==> src/design/hdtp_pkg.sv <==
// Package for the heading turn proportional controller.
// Holds the configuration and stage structs, register indexes and shared constants.
// No dependencies.
package hdtp_pkg;

  localparam int CFG_IDX_W  = 3;
  localparam int CFG_DATA_W = 16;

  localparam logic [CFG_IDX_W-1:0] REG_MAX_POWER = 3'd0;
  localparam logic [CFG_IDX_W-1:0] REG_TIMEOUT   = 3'd1;
  localparam logic [CFG_IDX_W-1:0] REG_GAIN      = 3'd2;
  localparam logic [CFG_IDX_W-1:0] REG_TOLERANCE = 3'd3;
  localparam logic [CFG_IDX_W-1:0] REG_MIN_POWER = 3'd4;

  localparam logic [6:0]  MAX_POWER_RST = 7'd40;
  localparam logic [15:0] TIMEOUT_RST   = 16'd2500;
  localparam logic [11:0] GAIN_RST      = 12'd1100;
  localparam logic [14:0] TOLERANCE_RST = 15'd250;
  localparam logic [6:0]  MIN_POWER_RST = 7'd12;

  localparam int FULL_TURN_CD = 36000;
  localparam logic signed [17:0] HALF_TURN_S = 18'sd18000;
  localparam logic signed [17:0] FULL_TURN_S = 18'sd36000;

  // Reciprocal of 3125 scaled by 2^35, rounded up; exact for dividends below 2^23.
  localparam logic [23:0] RECIP_3125 = 24'd10995117;
  localparam int RECIP_SHIFT = 35;

  typedef struct packed {
    logic [6:0]  max_power_pct;
    logic [15:0] timeout_ms;
    logic [11:0] gain_milli;
    logic [14:0] tolerance_centideg;
    logic [6:0]  min_power_pct;
  } cfg_t;

  typedef struct packed {
    logic        finished;
    logic        timed_out;
    logic        drive;
    logic        err_neg;
    logic [15:0] err_mag;
  } turn_t;

  typedef struct packed {
    logic        finished;
    logic        timed_out;
    logic        drive;
    logic        err_neg;
    logic [27:0] product;
  } scaled_t;

  // Reduces any 18-bit signed target into 0..35999 by choosing the one
  // candidate offset by a multiple of a full turn that lands in range.
  function automatic logic [15:0] wrap_target(input logic signed [17:0] t);
    logic signed [19:0] cand;
    logic [15:0]        res;
    res = '0;
    for (int k = -3; k <= 4; k++) begin
      cand = {{2{t[17]}}, t} + 20'(k * FULL_TURN_CD);
      if (!cand[19] && (cand < 20'sd36000)) begin
        res = cand[15:0];
      end
    end
    return res;
  endfunction

endpackage

==> src/design/heading_turn_p_controller.sv <==
// Top level of the proportional turn-to-heading controller.
// Depends on hdtp_pkg, hdtp_cfg_regs, hdtp_track and hdtp_drive.
//
//   Channel  Handshake            Payload
//   in       in_valid / in_stall  begin_turn, target, heading, time
//   out      out_valid/out_stall  left_power, right_power, finished, timed_out
//   cfg      cfg_we               cfg_index, cfg_wdata
//
// One transaction is accepted per cycle while in_stall is low.
// The stages are the input register, the decision stage that updates the turn state,
// the gain multiply, and the reciprocal divide with clamping into the result register.
// Reset is synchronous and clears the turn state and restores register defaults.
// A stalled output holds its result while bubbles in earlier stages still fill.
module heading_turn_p_controller (
  input  logic                             clk,
  input  logic                             rst_n,
  input  logic                             in_valid,
  output logic                             in_stall,
  input  logic                             in_begin_turn,
  input  logic signed [17:0]               in_target_centideg,
  input  logic [15:0]                      in_heading_centideg,
  input  logic [31:0]                      in_time_ms,
  output logic                             out_valid,
  input  logic                             out_stall,
  output logic signed [7:0]                out_left_power,
  output logic signed [7:0]                out_right_power,
  output logic                             out_finished,
  output logic                             out_timed_out,
  input  logic                             cfg_we,
  input  logic [hdtp_pkg::CFG_IDX_W-1:0]   cfg_index,
  input  logic [hdtp_pkg::CFG_DATA_W-1:0]  cfg_wdata
);
  import hdtp_pkg::*;

  cfg_t  cfg;
  logic  a_valid;
  logic  a_ready;
  turn_t a_res;

  hdtp_cfg_regs u_cfg (
    .clk       (clk),
    .rst_n     (rst_n),
    .cfg_we    (cfg_we),
    .cfg_index (cfg_index),
    .cfg_wdata (cfg_wdata),
    .cfg       (cfg)
  );

  hdtp_track u_track (
    .clk                 (clk),
    .rst_n               (rst_n),
    .in_valid            (in_valid),
    .in_stall            (in_stall),
    .in_begin_turn       (in_begin_turn),
    .in_target_centideg  (in_target_centideg),
    .in_heading_centideg (in_heading_centideg),
    .in_time_ms          (in_time_ms),
    .cfg                 (cfg),
    .a_valid             (a_valid),
    .a_ready             (a_ready),
    .a_res               (a_res)
  );

  hdtp_drive u_drive (
    .clk             (clk),
    .rst_n           (rst_n),
    .cfg             (cfg),
    .a_valid         (a_valid),
    .a_ready         (a_ready),
    .a_res           (a_res),
    .out_valid       (out_valid),
    .out_stall       (out_stall),
    .out_left_power  (out_left_power),
    .out_right_power (out_right_power),
    .out_finished    (out_finished),
    .out_timed_out   (out_timed_out)
  );

endmodule

==> src/design/hdtp_cfg_regs.sv <==
// Configuration register file of the heading turn controller.
// Depends on hdtp_pkg for the register indexes, reset values and cfg_t.
module hdtp_cfg_regs (
  input  logic                             clk,
  input  logic                             rst_n,
  input  logic                             cfg_we,
  input  logic [hdtp_pkg::CFG_IDX_W-1:0]   cfg_index,
  input  logic [hdtp_pkg::CFG_DATA_W-1:0]  cfg_wdata,
  output hdtp_pkg::cfg_t                   cfg
);
  import hdtp_pkg::*;

  cfg_t cfg_r;
  cfg_t cfg_nxt;

  always_comb begin
    cfg_nxt = cfg_r;
    if (cfg_we) begin
      case (cfg_index)
        REG_MAX_POWER: cfg_nxt.max_power_pct      = cfg_wdata[6:0];
        REG_TIMEOUT:   cfg_nxt.timeout_ms         = cfg_wdata;
        REG_GAIN:      cfg_nxt.gain_milli         = cfg_wdata[11:0];
        REG_TOLERANCE: cfg_nxt.tolerance_centideg = cfg_wdata[14:0];
        REG_MIN_POWER: cfg_nxt.min_power_pct      = cfg_wdata[6:0];
        default:       cfg_nxt = cfg_r;
      endcase
    end
  end

  always_ff @(posedge clk) begin
    if (!rst_n) begin
      cfg_r.max_power_pct      <= MAX_POWER_RST;
      cfg_r.timeout_ms         <= TIMEOUT_RST;
      cfg_r.gain_milli         <= GAIN_RST;
      cfg_r.tolerance_centideg <= TOLERANCE_RST;
      cfg_r.min_power_pct      <= MIN_POWER_RST;
    end else begin
      cfg_r <= cfg_nxt;
    end
  end

  assign cfg = cfg_r;

endmodule

==> src/design/hdtp_track.sv <==
// Input register, turn state and decision stage of the heading turn controller.
// Depends on hdtp_pkg for cfg_t, turn_t and the target wrap function.
module hdtp_track (
  input  logic                  clk,
  input  logic                  rst_n,
  input  logic                  in_valid,
  output logic                  in_stall,
  input  logic                  in_begin_turn,
  input  logic signed [17:0]    in_target_centideg,
  input  logic [15:0]           in_heading_centideg,
  input  logic [31:0]           in_time_ms,
  input  hdtp_pkg::cfg_t        cfg,
  output logic                  a_valid,
  input  logic                  a_ready,
  output hdtp_pkg::turn_t       a_res
);
  import hdtp_pkg::*;

  logic        v0_r;
  logic        begin_r;
  logic [15:0] tgt_r;
  logic [15:0] head_r;
  logic [31:0] time_r;

  logic        turn_active_r;
  logic [31:0] start_time_r;
  logic [15:0] target_wrapped_r;

  logic        a_valid_r;
  turn_t       a_res_r;
  turn_t       a_res_nxt;

  logic        a_adv;
  logic        a_fire;
  logic        rdy0;
  logic        active;
  logic [15:0] tgt_use;
  logic [31:0] st_use;
  logic [31:0] elapsed;
  logic        tmo;
  logic        settle;
  logic signed [17:0] err0;
  logic signed [17:0] err1;
  logic signed [17:0] err2;
  logic signed [17:0] err_abs;

  assign a_adv    = !a_valid_r || a_ready;
  assign a_fire   = v0_r && a_adv;
  assign rdy0     = !v0_r || a_adv;
  assign in_stall = !rdy0;

  always_ff @(posedge clk) begin
    if (!rst_n) begin
      v0_r <= 1'b0;
    end else if (rdy0) begin
      v0_r <= in_valid;
    end
  end

  always_ff @(posedge clk) begin
    if (rdy0 && in_valid) begin
      begin_r <= in_begin_turn;
      tgt_r   <= wrap_target(in_target_centideg);
      head_r  <= in_heading_centideg;
      time_r  <= in_time_ms;
    end
  end

  always_comb begin
    tgt_use = begin_r ? tgt_r : target_wrapped_r;
    st_use  = begin_r ? time_r : start_time_r;
    active  = begin_r || turn_active_r;
    elapsed = time_r - st_use;
    tmo     = elapsed >= {16'd0, cfg.timeout_ms};
    err0    = signed'({2'b00, tgt_use}) - signed'({2'b00, head_r});
    err1    = (err0 > HALF_TURN_S) ? err0 - FULL_TURN_S : err0;
    err2    = (err1 < -HALF_TURN_S) ? err1 + FULL_TURN_S : err1;
    err_abs = err2[17] ? -err2 : err2;
    settle  = err_abs[15:0] < {1'b0, cfg.tolerance_centideg};
    a_res_nxt.finished  = active && (tmo || settle);
    a_res_nxt.timed_out = active && tmo;
    a_res_nxt.drive     = active && !tmo && !settle;
    a_res_nxt.err_neg   = err2[17];
    a_res_nxt.err_mag   = err_abs[15:0];
  end

  always_ff @(posedge clk) begin
    if (!rst_n) begin
      turn_active_r    <= 1'b0;
      start_time_r     <= '0;
      target_wrapped_r <= '0;
    end else if (a_fire) begin
      turn_active_r <= a_res_nxt.drive;
      if (begin_r) begin
        start_time_r     <= time_r;
        target_wrapped_r <= tgt_r;
      end
    end
  end

  always_ff @(posedge clk) begin
    if (!rst_n) begin
      a_valid_r <= 1'b0;
    end else if (a_adv) begin
      a_valid_r <= v0_r;
    end
  end

  always_ff @(posedge clk) begin
    if (a_fire) begin
      a_res_r <= a_res_nxt;
    end
  end

  assign a_valid = a_valid_r;
  assign a_res   = a_res_r;

  a_end_goes_idle: assert property (@(posedge clk) disable iff (!rst_n)
    (a_fire && a_res_nxt.finished) |=> !turn_active_r)
    else $error("turn still active after an ending transaction");

  a_timeout_ends: assert property (@(posedge clk) disable iff (!rst_n)
    (a_valid_r && a_res_r.timed_out) |-> a_res_r.finished)
    else $error("timeout flagged without finish");

  a_drive_not_end: assert property (@(posedge clk) disable iff (!rst_n)
    (a_valid_r && a_res_r.drive) |-> !a_res_r.finished)
    else $error("turning transaction also marked finished");

endmodule

==> src/design/hdtp_drive.sv <==
// Gain scaling, power clamp and result register of the heading turn controller.
// Depends on hdtp_pkg for cfg_t, turn_t, scaled_t and the reciprocal constant.
module hdtp_drive (
  input  logic               clk,
  input  logic               rst_n,
  input  hdtp_pkg::cfg_t     cfg,
  input  logic               a_valid,
  output logic               a_ready,
  input  hdtp_pkg::turn_t    a_res,
  output logic               out_valid,
  input  logic               out_stall,
  output logic signed [7:0]  out_left_power,
  output logic signed [7:0]  out_right_power,
  output logic               out_finished,
  output logic               out_timed_out
);
  import hdtp_pkg::*;

  logic        b_valid_r;
  scaled_t     b_r;
  scaled_t     b_nxt;
  logic        b_adv;
  logic        rdy_out;

  logic        out_valid_r;
  logic signed [7:0] out_left_r;
  logic signed [7:0] out_left_nxt;
  logic        out_finished_r;
  logic        out_timed_out_r;

  logic [22:0] quot_in;
  logic [46:0] recip_prod;
  logic [11:0] quot;
  logic [6:0]  clamped;
  logic [6:0]  mag;
  logic        pos;

  assign rdy_out = !out_valid_r || !out_stall;
  assign b_adv   = !b_valid_r || rdy_out;
  assign a_ready = b_adv;

  always_comb begin
    b_nxt.finished  = a_res.finished;
    b_nxt.timed_out = a_res.timed_out;
    b_nxt.drive     = a_res.drive;
    b_nxt.err_neg   = a_res.err_neg;
    b_nxt.product   = {12'd0, a_res.err_mag} * {16'd0, cfg.gain_milli};
  end

  always_ff @(posedge clk) begin
    if (!rst_n) begin
      b_valid_r <= 1'b0;
    end else if (b_adv) begin
      b_valid_r <= a_valid;
    end
  end

  always_ff @(posedge clk) begin
    if (b_adv && a_valid) begin
      b_r <= b_nxt;
    end
  end

  always_comb begin
    quot_in    = b_r.product[27:5];
    recip_prod = {24'd0, quot_in} * {23'd0, RECIP_3125};
    quot       = recip_prod[46:RECIP_SHIFT];
    clamped    = (quot > {5'd0, cfg.max_power_pct}) ? cfg.max_power_pct : quot[6:0];
    pos        = !b_r.err_neg && (clamped != 7'd0);
    mag        = (clamped < cfg.min_power_pct) ? cfg.min_power_pct : clamped;
    if (b_r.drive) begin
      out_left_nxt = pos ? signed'({1'b0, mag}) : -signed'({1'b0, mag});
    end else begin
      out_left_nxt = '0;
    end
  end

  always_ff @(posedge clk) begin
    if (!rst_n) begin
      out_valid_r <= 1'b0;
    end else if (rdy_out) begin
      out_valid_r <= b_valid_r;
    end
  end

  always_ff @(posedge clk) begin
    if (rdy_out && b_valid_r) begin
      out_left_r      <= out_left_nxt;
      out_finished_r  <= b_r.finished;
      out_timed_out_r <= b_r.timed_out;
    end
  end

  assign out_valid       = out_valid_r;
  assign out_left_power  = out_left_r;
  assign out_right_power = -out_left_r;
  assign out_finished    = out_finished_r;
  assign out_timed_out   = out_timed_out_r;

  a_finish_brakes: assert property (@(posedge clk) disable iff (!rst_n)
    (out_valid_r && out_finished_r) |-> (out_left_r == 8'sd0))
    else $error("motors not braked on a finishing transaction");

  a_scaled_moves: assert property (@(posedge clk) disable iff (!rst_n)
    (b_valid_r && rdy_out) |=> out_valid_r)
    else $error("scaled transaction lost before the result register");

  a_power_bound: assert property (@(posedge clk) disable iff (!rst_n)
    (out_valid_r && !out_finished_r) |->
      ((out_left_r != -8'sd128) && !out_timed_out_r))
    else $error("turning result out of range or flagged as timeout");

endmodule
==> config.mk <==
export PLATFORM = sky130hd
export DESIGN_NAME = heading_turn_p_controller
export DESIGN_NICKNAME = d
export VERILOG_FILES = /design/src/design/hdtp_pkg.sv /design/src/design/heading_turn_p_controller.sv /design/src/design/hdtp_cfg_regs.sv /design/src/design/hdtp_track.sv /design/src/design/hdtp_drive.sv
export SDC_FILE = /design/constraint.sdc
export NUM_CORES = 2
export LEC_CHECK = 0
export BUFFER_PORTS_ARGS = -buffer_cell sky130_fd_sc_hd__buf_4
export CELL_PAD_IN_SITES_DETAIL_PLACEMENT = 0
export CELL_PAD_IN_SITES_GLOBAL_PLACEMENT = 1
export CORE_MARGIN = 10
export CORE_UTILIZATION = 46
export CTS_BUF_LIST = sky130_fd_sc_hd__clkbuf_2
export DETAILED_ROUTE_END_ITERATION = 10
export MAX_ROUTING_LAYER = met4
export PLACE_DENSITY = 0.77
export SLEW_MARGIN = 10
export SYNTH_ARGS = -nofsm -noshare
export SYNTH_HDL_FRONTEND = slang
export SYNTH_SLANG_ARGS = --single-unit
export TNS_END_PERCENT = 1
==> constraint.sdc <==
create_clock -name clk -period 9 [get_ports clk]
set_input_delay 1.8 -clock clk [delete_from_list [all_inputs] [get_ports clk]]
set_output_delay 1.8 -clock clk [all_outputs]
set_load 0.05 [all_outputs]
# [After elaboration in Yosys (flattened, before gate mapping)]
# Cells that the tools add are included.
[classes] eq_ne=4 magnitude_cmp=14 mul=2 shifts=0 n_reduce_logical=48 bitwise=1 mux=16 add_sub_neg=14 div=0
[op_table] op="two-way mux 16 bit" n=10
[op_table] op="< comparator 20 x 17 -> 1 bit, second input constant" n=7
[op_table] op="adder 18 x 18 -> 19 bit, second input constant" n=4
[op_table] op="multiplier 23 x 24 -> 47 bit, second input constant" n=1
[op_table] op="adder 18 x 17 -> 19 bit, second input constant" n=2
[op_table] op="two-way mux 18 bit" n=2
[op_table] op=">= comparator 32 x 16 -> 1 bit" n=1
[op_table] op="two-way mux 32 bit" n=1
[op_table] op="subtractor 32 bit" n=1
[op_table] op="multiplier 16 x 12 -> 28 bit" n=1
[op_table] op="two-way mux 7 bit" n=3
[op_table] op="adder 18 x 19 -> 20 bit, second input constant" n=1
[op_table] op="adder 18 x 17 -> 18 bit, second input constant" n=1
[op_table] op="greater-than comparator 18 x 16 -> 1 bit, second input constant" n=1
[op_table] op="< comparator 18 x 16 -> 1 bit, second input constant" n=1
[op_table] op="< comparator 18 x 17 -> 1 bit, second input constant" n=1
[op_table] op="subtractor 18 x 17 -> 18 bit, second input constant" n=1
[op_table] op="logical AND 1 bit" n=17
[op_table] op="logical NOT 1 bit" n=17
[op_table] op="subtractor 16 x 16 -> 17 bit" n=1
[op_table] op="< comparator 16 x 15 -> 1 bit" n=1
[op_table] op="negation 16 bit" n=1
[op_table] op="greater-than comparator 12 x 7 -> 1 bit" n=1
[op_table] op="AND reduction 2 bit" n=5
[op_table] op="11 further kinds" n=17
[word_totals] ramBits=0 input_bits=91 mem_count=0 out_inout_bits=20 word_cells=129 regBits=237 latch_bits=0 rom_bits=0

# [Logic depth before layout (Yosys ltp)]
[logic_depth] depth_word=11 depth_mapped=49 depth_no_buf=47

# [By module]
# From an unflattened synthesis, not the netlist that was laid out.
[hier_totals] cells_unflattened=3608 hier_area_um2=32806.5
[modules_own_cells] mod="hdtp_drive" seq_area_each_um2=1151.1 cells_each=1880 area_per_inst_um2=17898.4 n_inst=1
[modules_own_cells] mod="hdtp_track" seq_area_each_um2=3573.4 cells_each=1507 area_per_inst_um2=12652.1 n_inst=1
[modules_own_cells] mod="hdtp_cfg_regs" seq_area_each_um2=1141.1 cells_each=221 area_per_inst_um2=2255.9 n_inst=1

# [Least setup slack after synthesis]
# OpenSTA, ideal clock, no wires.
[synth_timing] kind="reg2reg" startpoint="reg u_drive.b_r[17] (netlist name)" endpoint="reg u_drive.out_left_r[6] (netlist: u_drive.out_left_power[6]) (data pin)" path_slack_ns=-0.922 stages_incl_launch_ff=46 synth_period_minus_slack_ns=9.922 n_path_buf=2 arrival_time_ns=9.668 setup_time_ns=0.255 required_time_ns=8.745 path_cell_list="edfxtp_1 > fa_1 > inv_1 > fa_1 > fa_1 > inv_1 > fa_1 > fa_1 > fa_1 > fa_1 > ha_1 > a21o_1 > a21o_1 > a21o_1 > a21o_1 > a21o_1 > a21oi_1 > nor2b_1 > (+10 left out) > o22ai_1 > o221ai_1 > a211oi_1 > o211ai_1 > clkbuf_1 > nand2_1 > o21ai_0 > inv_1 > ha_1 > a21oi_1 > nor2b_1 > o21ai_0 > nand2b_1 > a211oi_1 > buf_2 > mux2i_1 > xor2_1 > and2_1"
[synth_via] elab_chain_len=7 word_cells_on_any_way=9 classes_between="add/sub (1); mul (1); order compare (2); mux (3); reduce/logical (2)"
[synth_rtl] element="from (decl)" line_no="hdtp_drive.sv:20" source="scaled_t b_r;"
[synth_rtl] element="from (signal assigned)" line_no="hdtp_drive.sv:60" source="b_r <= b_nxt;"
[synth_rtl] element="multiplier 23 x 24 -> 47 bit (*)" line_no="hdtp_drive.sv:66" source="recip_prod = {24'd0, quot_in} * {23'd0, RECIP_3125};"
[synth_rtl] element="greater-than comparator 12 x 7 -> 1 bit" line_no="hdtp_drive.sv:68" source="clamped = (quot > {5'd0, cfg.max_power_pct}) ? cfg.max_power_pct : quot[6:0];"
[synth_rtl] element="two-way mux 7 bit (*)" line_no="hdtp_drive.sv:68"
[synth_rtl] element="< comparator 7 bit" line_no="hdtp_drive.sv:70" source="mag = (clamped < cfg.min_power_pct) ? cfg.min_power_pct : clamped;"
[synth_rtl] element="two-way mux 7 bit" line_no="hdtp_drive.sv:70"
[synth_rtl] element="negation 7 -> 8 bit" line_no="hdtp_drive.sv:72" source="out_left_nxt = pos ? signed'({1'b0, mag}) : -signed'({1'b0, mag});"
[synth_rtl] element="two-way mux 7 bit (*)" line_no="hdtp_drive.sv:72"
[synth_rtl] element="to (signal assigned)" line_no="hdtp_drive.sv:88" source="out_left_r <= out_left_nxt;"
[synth_rtl] element="to (decl)" line_no="hdtp_drive.sv:26" source="logic signed [7:0] out_left_r;"
# Mark *: on every way between the ends. The rest lies on a longest branch, timed or not.
# A chain may end at the register's enable or synchronous reset.

# [Final worst setup path]
[layout_timing] startpoint="reg u_drive.b_r[18] (netlist name)" endpoint="reg u_drive.out_left_r[5] (netlist: u_drive.out_left_power[5]) (data pin)"
# The elaborated chain is that of the path after synthesis.

==> summary.txt <==
Yosys
  – Syn nets: 4,285
  – Synth top area cells: fa_1 22%, ha_1 16%, edfxtp_1 12%, dfxtp_1 7.1%, inv_1 6.7%
  – Synthesized flop and latch total: 232
  – Share of the synthesized area in the top cell type: 22.3%
  – Async set-reset flop share out of synthesis: 0%
  – Register area share after synthesis: 18.9%
  – Synth Instances: 3,438
  – Mean Syn Cell Area: 9.04 sq um
  – Synth Cell Area: 31,100 sq um
  – Synth Flop Type: edfxtp_1
  – Most common cell in the netlist: inv_1
  – Area leader, netlist: fa_1
  – Yosys cell types: 92
  – EDFF count, synth: 122
  – Ys Warns: 0
  – Commonest cells post-synth: 558 x inv_1, 410 x ha_1, 346 x fa_1

STA
  – Hold Vio Cnt, Final: 0
  – Worst-Margin Slew: 1.11 ns
  – Tmin final: 9.94 ns
  – Slew headroom: 25.6%
  – Final worst-path cycle share: 110%
  – Final max-slew violation count: 0
  – Peak Freq: 0.101 GHz
  – RSZ-0062 raised after global routing: yes
  – Worst Skew: 0.138 ns
  – Final WS setup: -0.937 ns
  – # setup viols final: 8
  – Setup_tns: -6.84 ns

Worst setup path
  – CP required: 9.78 ns
  – Register-to-Register Path Depth: 43
  – Crit Path Category: flip-flop to flip-flop
  – Startpoint Class: flip-flop
  – Most used cell, CP: fa_1
  – CP max stage delay: 0.59 ns
  – Endpoint class of the critical path: flip-flop
  – Critical path's slowest cell: fa_1
  – CP arrival: 10.72 ns
  – CP Max Fanout: 5

Drt
  – Pre-antenna DRT Iters: 7
  – Vias per cell: 5.35
  – ANT nets after route: 0
  – DRC violations left: 0
  – DR iter-0 viols: 1,298
  – Via count: 24,913
  – Final wirelength: 83,100 um
  – WL/cell: 17.9 um

Floorplanning
  – Die Y: 280 um
  – FP Rows: 95
  – Core Box Area: 67,000 sq um
  – DIE AREA: 78,400 sq um
  – Starting Density: 46.4%
  – I/O pin count: 111
  – Die Width: 280 um

GRT
  – Vias in the first global route: 25,193
  – Largest net degree at the start of global routing: 81
  – GRT Total Usage: 21.7%
  – First-pass GRT wire length: 133,000 um
  – Initial antenna violation count: 10
  – Global route overflow: 0

Clock network
  – H-tree Lvls: 2
  – CTS tree: built
  – Root buffer cell: clkbuf_2
  – # hold bufs at CTS: 0
  – Maximum buffer depth of the clock tree: 3
  – CTS sink cnt: 232
  – Worst skew pair latency: 1.09 ns
  – CTS clk-pin slew, worst paths: 0.10 ns
  – CTS buffer count: 61

Status
  – Failing checks: setup timing
  – Status: complete, but fails checks

Min path
  – Hold path depth: 0
  – Worst hold path class: flip-flop to flip-flop

Finish
  – FF/Latch Area: 5870 sq um
  – # nets final: 4,570
  – Area growth syn-to-layout: 14.4%
  – Multi-input logic area: 23,200 sq um
  – Final design utilization: 53.0%
  – Share of cells above drive strength 1: 15.6%
  – Fillers: 6,428

Flow run
  – Max-cap violations: 0

Place
  – Detailed placer's ending HPWL: 68,100 um
  – Setup Slack @ Placement: -0.962 ns
  – Port Buffers: 110
  – Gp weighted congestion: 0.947
==> path summary, 6_finish.rpt <==
path,startpoint,end,slack (ns)
worst max register to register,u_drive.b_r[18]$_DFFE_PP_,u_drive.out_left_power[5]$_SDFFCE_PN0P_,-0.94
worst max-delay path,u_drive.b_r[18]$_DFFE_PP_,u_drive.out_left_power[5]$_SDFFCE_PN0P_,-0.94
worst min register to register,u_track.a_res[17]$_DFFE_PP_,u_drive.b_r[29]$_DFFE_PP_,0.40
worst min-delay path,u_track.a_res[17]$_DFFE_PP_,u_drive.b_r[29]$_DFFE_PP_,0.40
==> stage by stage <==
stage,instances,hold WS [ns],area (sq um)
floorplan,3438,0.400,31200
global placement,4502,0.403,34200
detailed placement,4502,0.413,34200
CTS,4628,0.380,35100
global route,4654,0.420,35600
finish,4654,0.398,35600
==> state kept, by name, summed over array words and instances (netlist names) <==
signal,cells
u_drive.out_left_power,8
u_track.head_r,16
u_drive.b_r,27
u_drive.b_valid_r,1
u_drive.out_timed_out,1
u_track.begin_r,1
u_track.target_wrapped_r,16
u_track.start_time_r,32
u_drive.out_finished,1
u_track.a_valid,1
u_track.turn_active_r,1
u_cfg.cfg,57
u_track.a_res,20
u_drive.out_valid,1
u_track.time_r,32
u_track.v0_r,1
u_track.tgt_r,16
==> worst max-delay path: cells and delay by family (launching register included) <==
family | cells | cell delay, ns
AO/OA/AOI/OAI | 18 | 3.05
AND/OR/NAND/NOR | 5 | 0.47
buffers and inverters | 6 | 0.78
multiplexers | 2 | 0.53
adder cells (fa/ha/maj) | 10 | 4.11
flip-flops | 1 | 0.46
XOR/XNOR | 2 | 0.28
==> cell families after synthesis <==
kind of cell	share of synthesized area [%]
AND/OR/NAND/NOR	13.2
adder cells (fa/ha/maj)	38.8
buffers and inverters	8.39
AO/OA/AOI/OAI	14.7
flip-flops	18.9
XOR/XNOR	3.15
multiplexers	2.91
==> metal layers <==
metal	up-vias	wire (um)	part of all wire, %	track usage [%]
met5	-	0	0	-
met4	0	2920	3.5	7.39
met3	144	3860	4.6	3.43
met2	518	40500	49	36.2
met1	12028	35800	43	26.4
li1	12223	-	-	-
==> cell type report <==
type | count | area share, %
multi-input cells | 2520 | 65.3
repair buffers | 347 | 7.39
flip-flops and latches | 232 | 16.5
diodes | 11 | 0.0774
well taps | 873 | 3.07
inverters | 561 | 5.92
clock inverters | 23 | 0.528
clock buffers | 87 | 1.22
==> placed cells by master (no fill, tap or decap), types with 19 or more instances in the layout <==
| master | Yosys | final |
|---|---|---|
| edfxtp_1 | 122 | 122 |
| mux2_2 | 24 | 21 |
| buf_4 | 1 | 343 |
| clkbuf_2 | 0 | 87 |
| o21a_1 | 48 | 48 |
| xnor2_1 | 78 | 76 |
| a211oi_1 | 52 | 48 |
| and2_1 | 78 | 78 |
| a21oi_1 | 180 | 175 |
| a21o_1 | 49 | 48 |
| o211ai_1 | 30 | 30 |
| nor2_1 | 221 | 218 |
| nand2b_1 | 27 | 27 |
| o21ai_0 | 103 | 94 |
| or3_1 | 19 | 19 |
| nand3_1 | 49 | 48 |
| xor2_1 | 32 | 31 |
| ha_1 | 410 | 387 |
| mux2i_1 | 62 | 60 |
| fa_1 | 346 | 332 |
| nand2_1 | 340 | 339 |
| inv_1 | 558 | 546 |
| nor3_1 | 46 | 44 |
| nor2b_1 | 33 | 30 |
| ha_4 | 0 | 21 |
| dfxtp_1 | 110 | 110 |
==> what timing repair did <==
item / 4_1_cts / 5_1_grt
gates resized for setup: 21 / 62
endpoints found under the setup margin: 8 / 11
gates cloned: 1 / 0
setup buffers: 15 / 16
pin swaps: 33 / 84
endpoints found under the hold margin: 0 / 0
Power is not shown: default switching activity piles up to over one toggle a cycle in this logic, so the estimate is an artifact.
